### config.mk
export PLATFORM = sky130hd
export DESIGN_NAME = digit_by_digit_nth_root
export DESIGN_NICKNAME = d
export VERILOG_FILES = /design/src/dbdnr_pkg.sv /design/src/dbdnr_limb_mac.sv /design/src/dbdnr_core.sv /design/src/digit_by_digit_nth_root.sv
export SDC_FILE = /design/constraint.sdc
export NUM_CORES = 2
export LEC_CHECK = 0
export BUFFER_PORTS_ARGS = -buffer_cell sky130_fd_sc_hd__buf_2
export CORE_UTILIZATION = 65
export CTS_CLUSTER_SIZE = 25
export DETAILED_ROUTE_END_ITERATION = 7
export PLACE_DENSITY = 0.94
export SKIP_CTS_REPAIR_TIMING = 1
export SLEW_MARGIN = 40
export SYNTH_ARGS = -nofsm -noshare
export SYNTH_HDL_FRONTEND = slang
export SYNTH_SLANG_ARGS = --single-unit
### constraint.sdc
create_clock -name clk_i -period 27.8 [get_ports clk_i]
set_input_delay 6.95 -clock clk_i [delete_from_list [all_inputs] [get_ports clk_i]]
set_output_delay 6.95 -clock clk_i [all_outputs]
set_load 0.02 [all_outputs]
### src/dbdnr_pkg.sv
// Shared types and constants for the digit-by-digit n-th root block.
`default_nettype none
package dbdnr_pkg;

  localparam int unsigned IN_W   = 32;
  localparam int unsigned POW_W  = 4;
  localparam int unsigned LIMB_W = 32;

  typedef enum logic [2:0] {
    S_IDLE,
    S_TRIAL,
    S_MUL,
    S_CMP,
    S_DONE
  } dbdnr_state_e;

  typedef struct packed {
    logic ready;
    logic done;
  } dbdnr_status_t;

endpackage
`default_nettype wire

### src/dbdnr_limb_mac.sv
// Limb multiply-accumulate unit shared by every trial power multiplication.
`default_nettype none
module dbdnr_limb_mac #(
  parameter int unsigned LIMB_BITS = 32,
  parameter int unsigned WORD_BITS = 32
) (
  input  wire logic [LIMB_BITS-1:0] a_i,
  input  wire logic [WORD_BITS-1:0] b_i,
  input  wire logic [WORD_BITS-1:0] c_i,
  output logic      [LIMB_BITS-1:0] lo_o,
  output logic      [WORD_BITS-1:0] hi_o
);

  localparam int unsigned SUM_W = LIMB_BITS + WORD_BITS;

  logic [SUM_W-1:0] sum;

  assign sum  = SUM_W'(a_i) * SUM_W'(b_i) + SUM_W'(c_i);
  assign lo_o = sum[LIMB_BITS-1:0];
  assign hi_o = sum[SUM_W-1:LIMB_BITS];

endmodule
`default_nettype wire

### src/dbdnr_core.sv
// Sequencer and datapath that decide the root one bit at a time.
`default_nettype none
module dbdnr_core #(
  parameter int unsigned FRAC_BITS = 16,
  parameter int unsigned WORD_BITS = 32,
  parameter int unsigned MAX_POWER = 8
) (
  input  wire logic                         clk_i,
  input  wire logic                         rst_ni,
  input  wire logic                         start_i,
  input  wire logic [WORD_BITS-1:0]         radicand_i,
  input  wire logic [dbdnr_pkg::POW_W-1:0]  root_power_i,
  input  wire logic                         ack_i,
  output dbdnr_pkg::dbdnr_status_t          status_o,
  output logic      [WORD_BITS-1:0]         root_o
);

  import dbdnr_pkg::*;

  localparam int unsigned LW    = LIMB_W;
  localparam int unsigned ACC_W = WORD_BITS + FRAC_BITS * (MAX_POWER - 1);
  localparam int unsigned NL    = (ACC_W + LW - 1) / LW;
  localparam int unsigned VW    = NL * LW;
  localparam int unsigned LCW   = (NL > 1) ? $clog2(NL) : 1;
  localparam int unsigned BW    = $clog2(WORD_BITS);
  localparam int unsigned MCW   = $clog2(MAX_POWER);
  localparam int unsigned SHW   = $clog2(VW + 1);

  dbdnr_state_e state_q, state_d;

  logic [BW-1:0]        bit_q, bit_d;
  logic [LCW-1:0]       limb_q, limb_d;
  logic [MCW-1:0]       mcnt_q, mcnt_d;
  logic [MCW-1:0]       nm1_q, nm1_d;
  logic                 ovf_q, ovf_d;
  logic [WORD_BITS-1:0] root_q, root_d;
  logic [WORD_BITS-1:0] carry_q, carry_d;
  logic [VW-1:0]        bound_q, bound_d;
  logic [LW-1:0]        acc_q [NL];
  logic [LW-1:0]        acc_d [NL];

  logic [WORD_BITS-1:0] trial;
  logic [VW-1:0]        trial_vec;
  logic [VW-1:0]        acc_vec;
  logic [LW-1:0]        mac_lo;
  logic [WORD_BITS-1:0] mac_hi;
  logic                 last_limb;
  logic                 keep;
  logic [POW_W:0]       pow_ext;
  logic [POW_W:0]       pow_m1;
  logic [MCW-1:0]       nm1_in;
  logic [SHW-1:0]       shamt;

  assign trial     = root_q | (WORD_BITS'(1) << bit_q);
  assign trial_vec = VW'(trial);
  assign last_limb = (limb_q == LCW'(NL - 1));
  assign keep      = !ovf_q && (acc_vec <= bound_q);

  always_comb begin
    for (int i = 0; i < NL; i++) begin
      acc_vec[i*LW +: LW] = acc_q[i];
    end
  end

  assign pow_ext = {1'b0, root_power_i};
  assign pow_m1  = pow_ext - (POW_W + 1)'(1);

  always_comb begin
    if (root_power_i == '0) begin
      nm1_in = '0;
    end else if (pow_ext > (POW_W + 1)'(MAX_POWER)) begin
      nm1_in = MCW'(MAX_POWER - 1);
    end else begin
      nm1_in = pow_m1[MCW-1:0];
    end
  end

  assign shamt = SHW'(nm1_in) * SHW'(FRAC_BITS);

  dbdnr_limb_mac #(
    .LIMB_BITS (LW),
    .WORD_BITS (WORD_BITS)
  ) u_mac (
    .a_i  (acc_q[limb_q]),
    .b_i  (trial),
    .c_i  (carry_q),
    .lo_o (mac_lo),
    .hi_o (mac_hi)
  );

  always_comb begin
    state_d = state_q;
    unique case (state_q)
      S_IDLE: begin
        if (start_i) state_d = S_TRIAL;
      end
      S_TRIAL: begin
        state_d = (nm1_q == '0) ? S_CMP : S_MUL;
      end
      S_MUL: begin
        if (last_limb && ((mac_hi != '0) || (mcnt_q == MCW'(1)))) state_d = S_CMP;
      end
      S_CMP: begin
        state_d = (bit_q == '0) ? S_DONE : S_TRIAL;
      end
      S_DONE: begin
        if (ack_i) state_d = S_IDLE;
      end
      default: state_d = S_IDLE;
    endcase
  end

  always_comb begin
    bit_d   = bit_q;
    limb_d  = limb_q;
    mcnt_d  = mcnt_q;
    nm1_d   = nm1_q;
    ovf_d   = ovf_q;
    root_d  = root_q;
    carry_d = carry_q;
    bound_d = bound_q;
    acc_d   = acc_q;
    unique case (state_q)
      S_IDLE: begin
        if (start_i) begin
          nm1_d   = nm1_in;
          bound_d = VW'(radicand_i) << shamt;
          root_d  = '0;
          bit_d   = BW'(WORD_BITS - 1);
        end
      end
      S_TRIAL: begin
        for (int i = 0; i < NL; i++) begin
          acc_d[i] = trial_vec[i*LW +: LW];
        end
        mcnt_d  = nm1_q;
        ovf_d   = 1'b0;
        limb_d  = '0;
        carry_d = '0;
      end
      S_MUL: begin
        acc_d[limb_q] = mac_lo;
        carry_d       = mac_hi;
        if (last_limb) begin
          limb_d  = '0;
          carry_d = '0;
          mcnt_d  = mcnt_q - MCW'(1);
          if (mac_hi != '0) ovf_d = 1'b1;
        end else begin
          limb_d = limb_q + LCW'(1);
        end
      end
      S_CMP: begin
        if (keep) root_d = trial;
        if (bit_q != '0) bit_d = bit_q - BW'(1);
      end
      S_DONE: begin
      end
      default: begin
      end
    endcase
  end

  always_ff @(posedge clk_i or negedge rst_ni) begin
    if (!rst_ni) begin
      state_q <= S_IDLE;
      bit_q   <= '0;
      limb_q  <= '0;
      mcnt_q  <= '0;
      nm1_q   <= '0;
      ovf_q   <= 1'b0;
      root_q  <= '0;
    end else begin
      state_q <= state_d;
      bit_q   <= bit_d;
      limb_q  <= limb_d;
      mcnt_q  <= mcnt_d;
      nm1_q   <= nm1_d;
      ovf_q   <= ovf_d;
      root_q  <= root_d;
    end
  end

  always_ff @(posedge clk_i) begin
    carry_q <= carry_d;
    bound_q <= bound_d;
    acc_q   <= acc_d;
  end

  assign status_o.ready = (state_q == S_IDLE);
  assign status_o.done  = (state_q == S_DONE);
  assign root_o         = root_q;

  a_start_trial: assert property (@(posedge clk_i) disable iff (!rst_ni)
    (state_q == S_IDLE && start_i) |=> (state_q == S_TRIAL))
    else $error("A started item did not enter its first trial.");

  a_limb_range: assert property (@(posedge clk_i) disable iff (!rst_ni)
    (state_q == S_MUL) |-> (limb_q <= LCW'(NL - 1)))
    else $error("The limb index ran past the accumulator.");

  a_mul_count: assert property (@(posedge clk_i) disable iff (!rst_ni)
    (state_q == S_MUL) |-> (mcnt_q != '0 && nm1_q != '0))
    else $error("A multiplication ran with no multiplications left.");

  a_done_bit: assert property (@(posedge clk_i) disable iff (!rst_ni)
    (state_q == S_DONE) |-> (bit_q == '0))
    else $error("The result was presented before the last bit was decided.");

  a_done_hold: assert property (@(posedge clk_i) disable iff (!rst_ni)
    (state_q == S_DONE && !ack_i) |=> (state_q == S_DONE && $stable(root_q)))
    else $error("A finished root changed before it was taken.");

endmodule
`default_nettype wire

### src/digit_by_digit_nth_root.sv
// Top level of the digit-by-digit n-th root block with its item handshakes.
//
// An item carries an unsigned Q16.16 radicand and a root power. A power of
// zero is treated as one, and a power above MAX_POWER is taken as MAX_POWER.
// The result item is the greatest root whose power does not exceed the
// radicand, truncated to the same fixed-point format.
// Each root bit is decided by raising the trial root to the power on one
// shared limb multiplier, one accumulator limb per cycle, and then comparing
// exactly against the shifted radicand. A bit takes a trial step, n-1 passes
// over the NL accumulator limbs (NL is 5 at the defaults) and a compare step,
// with fewer passes when the power overflows early. An item decides all
// WORD_BITS bits, most significant first.
// The input side is ready only while the sequencer is idle, so one item is in
// work at a time. A finished root moves into the output register; when the
// receiver stalls, the sequencer holds it and takes no new item until the
// output register frees up. Reset empties the output register and returns
// the sequencer to idle.
`default_nettype none
module digit_by_digit_nth_root #(
  parameter int unsigned FRAC_BITS = 16,
  parameter int unsigned WORD_BITS = 32,
  parameter int unsigned MAX_POWER = 8
) (
  input  wire logic                            clk_i,
  input  wire logic                            rst_ni,
  input  wire logic                            in_valid_i,
  output logic                                 in_ready_o,
  input  wire logic [dbdnr_pkg::IN_W-1:0]      radicand_i,
  input  wire logic [dbdnr_pkg::POW_W-1:0]     root_power_i,
  output logic                                 out_valid_o,
  input  wire logic                            out_ready_i,
  output logic      [dbdnr_pkg::IN_W-1:0]      root_value_o
);

  import dbdnr_pkg::*;

  dbdnr_status_t        status;
  logic [WORD_BITS-1:0] core_root;
  logic                 start;
  logic                 take;
  logic                 out_valid_q, out_valid_d;
  logic [IN_W-1:0]      out_root_q, out_root_d;

  assign in_ready_o = status.ready;
  assign start      = in_valid_i && status.ready;
  assign take       = status.done && (!out_valid_q || out_ready_i);

  dbdnr_core #(
    .FRAC_BITS (FRAC_BITS),
    .WORD_BITS (WORD_BITS),
    .MAX_POWER (MAX_POWER)
  ) u_core (
    .clk_i        (clk_i),
    .rst_ni       (rst_ni),
    .start_i      (start),
    .radicand_i   (WORD_BITS'(radicand_i)),
    .root_power_i (root_power_i),
    .ack_i        (take),
    .status_o     (status),
    .root_o       (core_root)
  );

  always_comb begin
    out_valid_d = out_valid_q;
    out_root_d  = out_root_q;
    if (take) begin
      out_valid_d = 1'b1;
      out_root_d  = IN_W'(core_root);
    end else if (out_ready_i) begin
      out_valid_d = 1'b0;
    end
  end

  always_ff @(posedge clk_i or negedge rst_ni) begin
    if (!rst_ni) begin
      out_valid_q <= 1'b0;
    end else begin
      out_valid_q <= out_valid_d;
    end
  end

  always_ff @(posedge clk_i) begin
    out_root_q <= out_root_d;
  end

  assign out_valid_o  = out_valid_q;
  assign root_value_o = out_root_q;

endmodule
`default_nettype wire

* Yosys cells after proc, flatten, opt, wreduce, memory -nomap -nowiden *
Cells that the tools add are included.

storage, ports and cells
  register bits after elaboration = 435
  input bits = 40
  output and inout bits = 34
  word-level logic and storage cells = 99

operators by class
  $lt $le $gt $ge = 4
  equality and inequality tests = 13
  bitwise gates (word level) = 2
  reduce and logical (&&, ||, !) cells = 24
  shift operators = 2
  muxes and demuxes = 32
  add/subtract/negate cells = 5
  multipliers = 1

operators with widths
  cell                                                   count
  case mux 160 bit (2 select lines)                      1
  two-way mux 32 bit                                     6
  bitwise mux 160 bit                                    1
  less-or-equal comparator 160 bit                       1
  << shifter 32 x 7 -> 160 bit                           1
  case mux 32 bit (2 select lines)                       2
  binary-select mux 32 bit (select 3 bit)                1
  demux 32 bit (select 3 bit)                            1
  adder 64 x 32 -> 64 bit                                1
  multiplier 32 x 32 -> 64 bit                           1
  OR 32 bit                                              1
  nonzero test 32 bit                                    1
  << shifter 1 x 5 -> 32 bit, first input constant       1
  two-way mux 3 bit                                      8
  case mux 3 bit (5 select lines)                        1
  inequality test 2 x 1 -> 1 bit, second input constant  7
  case mux 3 bit (2 select lines)                        2
  AND reduction 3 bit                                    4
  two-way mux 5 bit                                      2
  case mux 5 bit (2 select lines)                        1
  == test 3 x 1 -> 1 bit, second input constant          2
  == test 3 x 2 -> 1 bit, second input constant          2
  == test 3 bit, second input constant                   2
  logical NOT 3 bit                                      2
  17 further kinds                                       31

* Depth between registers and ports, before layout *
  word-level depth = 11
  mapped depth = 39
  mapped depth without buffers = 35

* By module *
Synthesis repeated with hierarchy kept, for this count alone.

second synthesis, totals
  cells, all modules = 5953
  area, all modules = 56857.0 µm²

by module, submodules not included
  module                   times used  cells each  area an instance (µm²)
  dbdnr_limb_mac           1           3857        34526.9
  dbdnr_core               1           2059        21319.2
  digit_by_digit_nth_root  1           37          1011.0

* Least setup slack after synthesis *
Ideal clock, no wire load.

  path kind = input-to-reg
  start point = input in_valid_i
  end point = register u_core.root_q[0], in the netlist u_core.root_o[0]
  buffers on the path = 1
  arrival = 11.697 ns
  stages on the path = 7
  slack = 16.033 ns
  path through = nor2b_1 -> nand2_1 -> clkbuf_1 -> clkinv_1 -> nor4_1 -> nand4_1 -> nand3_1

on the way
  cells in the longest elaborated chain, start to end = 3

ends and longest elaborated chain
  element                                   line                           text
  start: declaration                        digit_by_digit_nth_root.sv:26  input wire logic in_valid_i,
  logical AND 1 bit                         digit_by_digit_nth_root.sv:45  assign start = in_valid_i && status.ready;
  inequality test 2 x 1 -> 1 bit (no line)  -
  AND reduction 3 bit (no line)             -
  end signal: assignment                    dbdnr_core.sv:180              root_q <= root_d;
  end: declaration                          dbdnr_core.sv:36               logic [WORD_BITS-1:0] root_q, root_d;

Every way passes these cells.
A chain may end at the register's enable or synchronous reset.

* Worst setup path in the final report *
  start point = register u_core.limb_q[2]
  end point = register u_core.ovf_q

on the way
  cells in the longest elaborated chain, start to end = 9
  elaborated cells on any way between the ends = 11
  classes of those cells = add/sub (1); mul (1); eq/ne (3); mux (3); bitwise (1); reduce/logical (2)

ends and longest elaborated chain
  element                                                 line                  text
  start: declaration                                      dbdnr_core.sv:32      logic [LCW-1:0] limb_q, limb_d;
  start signal: assignment                                dbdnr_core.sv:176     limb_q <= limb_d;
  NOT 3 -> 4 bit (implied by the code)                    dbdnr_core.sv:84      .a_i (acc_q[limb_q]),
  binary-select mux 32 bit (select 3 bit)                 dbdnr_core.sv:84
  two-way mux 32 bit (implied by the code) (2 in series)  dbdnr_core.sv:84
  multiplier 32 x 32 -> 64 bit                            dbdnr_limb_mac.sv:18  assign sum = SUM_W'(a_i) * SUM_W'(b_i) + SUM_W'(c_i);
  adder 64 x 32 -> 64 bit                                 dbdnr_limb_mac.sv:18
  nonzero test 32 bit                                     dbdnr_core.sv:148     if (mac_hi != '0) ovf_d = 1'b1;
  inequality test 2 x 1 -> 1 bit (no line)                -
  AND reduction 3 bit (no line) *                         -
  end signal: assignment                                  dbdnr_core.sv:179     ovf_q <= ovf_d;
  end: declaration                                        dbdnr_core.sv:35      logic ovf_q, ovf_d;

Every way passes the cells marked *; elsewhere a longest branch is shown, timed or not. The select of a mux whose other input is x is not followed.

==> results.ini <==
[yosys]
synth_seq_area_share = 0.219
ys_warn_count = 0
synth_ff_type = edfxtp_1
syn_inst = 6189
synth_seq_cells = 419
syn_nets = 7574
synthArstFlopShare = 0.122
synth_edf_count = 368
syn_area_um2 = 56400
ys_types = 87
syn_avg_cell_area_um2 = 9.11

[cells_and_area]
final_cell_mix = inv_1, fa_1, nor2_1, nand2_1, ha_1
final_cell_count_no_fill = 7296
drive_gt1_frac = 0.0642
final_common_cell = inv_1
finalNetCount = 7488
synthToLayoutAreaGrowth_pct = 6.07

[flow_run]
drv_cap = 0

[timing]
slew_headroom = 0.333
worst_pin_slew_ns = 0.992
hold_violations = 0
whs_ns = 0.513
fin_crit_sh = 0.435
drv_slew = 0
clock_skew_ns = 0.0596
tns_ns = 0
setup_viol = 0
min_period_ns = 12.09
grt_setup_unrepaired = no
max_freq_ghz = 0.0827

[clocking]
htreeDepth = 2
cts_root_buffer = clkbuf_16
cts_tree = yes
cts_max_path_buffers = 3
cts.sinks = 419
path_clk_slew_ns = 0.06
clock_latency_ns = 0.62
cts_buffers = 44

[critical_path]
worstSetupStartpointType = flop
crit_type = flop to flop
max_stage_delay_ns = 0.82
critical_path_arrival_ns = 12.55
cp_slowest_cell = a2111oi_4
critPathRequiredTime_ns = 28.26
cp_num_cells = 30
crit_path_frequent_cell = fa_1
r2r_cells = 30
crit_buf_inv = 5
endpoint_kind = flop
worstPathMaxFanout = 51
critPathTopFamily = adder cells

[die]
core_um2 = 85500
dieArea_um2 = 87900
die_w_um = 297
initial_core_util = 0.659
num_rows = 107
fp.dieH_um = 297
ios = 74

[outcome]
status = finished, violations left
failed_checks = design-rule violations

[power_and_ir_drop]
power_density_nw_per_um2 = 128
power_w = 0.00768
vdd_drop_max_uv = 118
leakage_nw = 28.9

[routing]
firstDrtPassIters = 8
wl_per_cell_um = 27.2
vias_per_cell = 6.61
postRouteAntennaNets = 0
via_count = 48257
drc = 1
routed_wirelength_um = 199000
drtIter0Drc = 6791

[worst_hold_path]
hold_path_class = flop to flop
worst_hold_path.num_cells = 2

[placed_design]
dp.cells = 7194
gp_congestion = 1.06
port_buffers = 73
dp_hpwl_um = 153000

[global_route]
grt_pass1_vias = 50088
grt_pass1_wl_um = 300000
grt_max_degree = 100
track_usage = 0.466
antenna_found_initial = 10
gr-total-overflow = 0

==> state kept, by name, indices dropped and copies added, names as in the netlist, 5 cells and up <==
signal and cells:
u_core.acc_q 160, u_core.bound_q 144, root_value_o 32, u_core.carry_q 32, u_core.root_o 32, u_core.bit_q 5
==> worst reg2reg max path: cells and delay by family, from the launching register on <==
family	cells	cell delay [ns]
XOR/XNOR	1	0.15
AO/OA/AOI/OAI	7	2.85
AND/OR/NAND/NOR	8	2.34
adder cells (fa/ha/maj)	9	4.75
flip-flops	1	0.34
buffers and inverters	5	1.50
==> cells in the mapped netlist, types with 19 or more instances <==
library cell | n | area share
xor2_1 | 22 | 0.0034
o21a_1 | 45 | 0.0060
a221o_1 | 33 | 0.0059
ha_1 | 417 | 0.093
fa_1 | 928 | 0.33
a31oi_1 | 26 | 0.0029
o21ai_1 | 26 | 0.0023
xnor2_1 | 38 | 0.0059
a21o_1 | 115 | 0.015
nand2b_1 | 21 | 0.0023
a211oi_1 | 21 | 0.0028
nand3_1 | 29 | 0.0026
a21oi_1 | 317 | 0.028
inv_1 | 1156 | 0.077
and3_1 | 39 | 0.0043
edfxtp_1 | 368 | 0.20
nor3_1 | 24 | 0.0021
clkbuf_1 | 278 | 0.019
and2_1 | 48 | 0.0053
buf_1 | 28 | 0.0019
nand4_1 | 61 | 0.0068
mux2i_1 | 49 | 0.0087
a22oi_1 | 19 | 0.0025
o21ai_0 | 123 | 0.011
dfrtp_1 | 51 | 0.023
nand2_1 | 803 | 0.053
nor2_1 | 889 | 0.059
==> metal layers <==
layer | part of all wire | vias up | track usage
met1 | 0.32 | 23096 | 0.551
met5 | 0.00098 | - | 0.0127
met3 | 0.17 | 1341 | 0.218
met2 | 0.42 | 4540 | 0.667
li1 | - | 19272 | -
met4 | 0.092 | 8 | 0.330
==> cell type report <==
cell class,instances,area (um^2)
Clock inverter,34,317
Clock buffer,48,1120
Multi-Input combinational cell,4283,38800
Antenna cell,13,32.5
Fill cell,5924,25700
Sequential cell,419,12300
Tap cell,1144,1430
Timing Repair Buffer,197,1410
Inverter,1158,4350
==> where the power goes <==
| group | total [W] | internal [W] | switching (W) | leakage (nW) |
|---|---|---|---|---|
| Clock | 0.000608 | 0.000332 | 0.000276 | 0.700 |
| Combinational | 0.00584 | 0.00177 | 0.00408 | 23.9 |
| Sequential | 0.00123 | 0.00101 | 0.000216 | 4.33 |
==> stage by stage <==
stage	worst slack (ns)	utilization	area [um^2]
after floorplan	16.03	-	56400
after global placement	16.03	0.678	58000
after detailed placement	16.14	0.681	58200
after CTS	16.04	0.697	59600
after global routing	15.46	0.699	59800
final	15.71	0.699	59800
==> logic make-up after synthesis <==
logic type                 after synthesis  synth area share
AOI/OAI and AO/OA                      835            0.0937
xor gates and xnor gates                60           0.00932
adders and majority gates             1345             0.422
buffers and inverters                 1487             0.101
DFF                                    419             0.219
muxes                                   60            0.0109
and+or+nand+nor                       1983             0.145
==> worst paths after layout <==
kind	start	endpoint	slack, ns
min	u_core.nm1_q[0]	u_core.nm1_q[0]	0.51
max in group asynchronous	rst_ni	u_core.limb_q[1]	20.77
max reg2reg	u_core.limb_q[2]	u_core.ovf_q	15.71
min in group asynchronous	rst_ni	out_valid_o	6.50
max	u_core.limb_q[2]	u_core.ovf_q	15.71
min reg2reg	u_core.nm1_q[0]	u_core.nm1_q[0]	0.51
(Power assumes the default switching activity.)
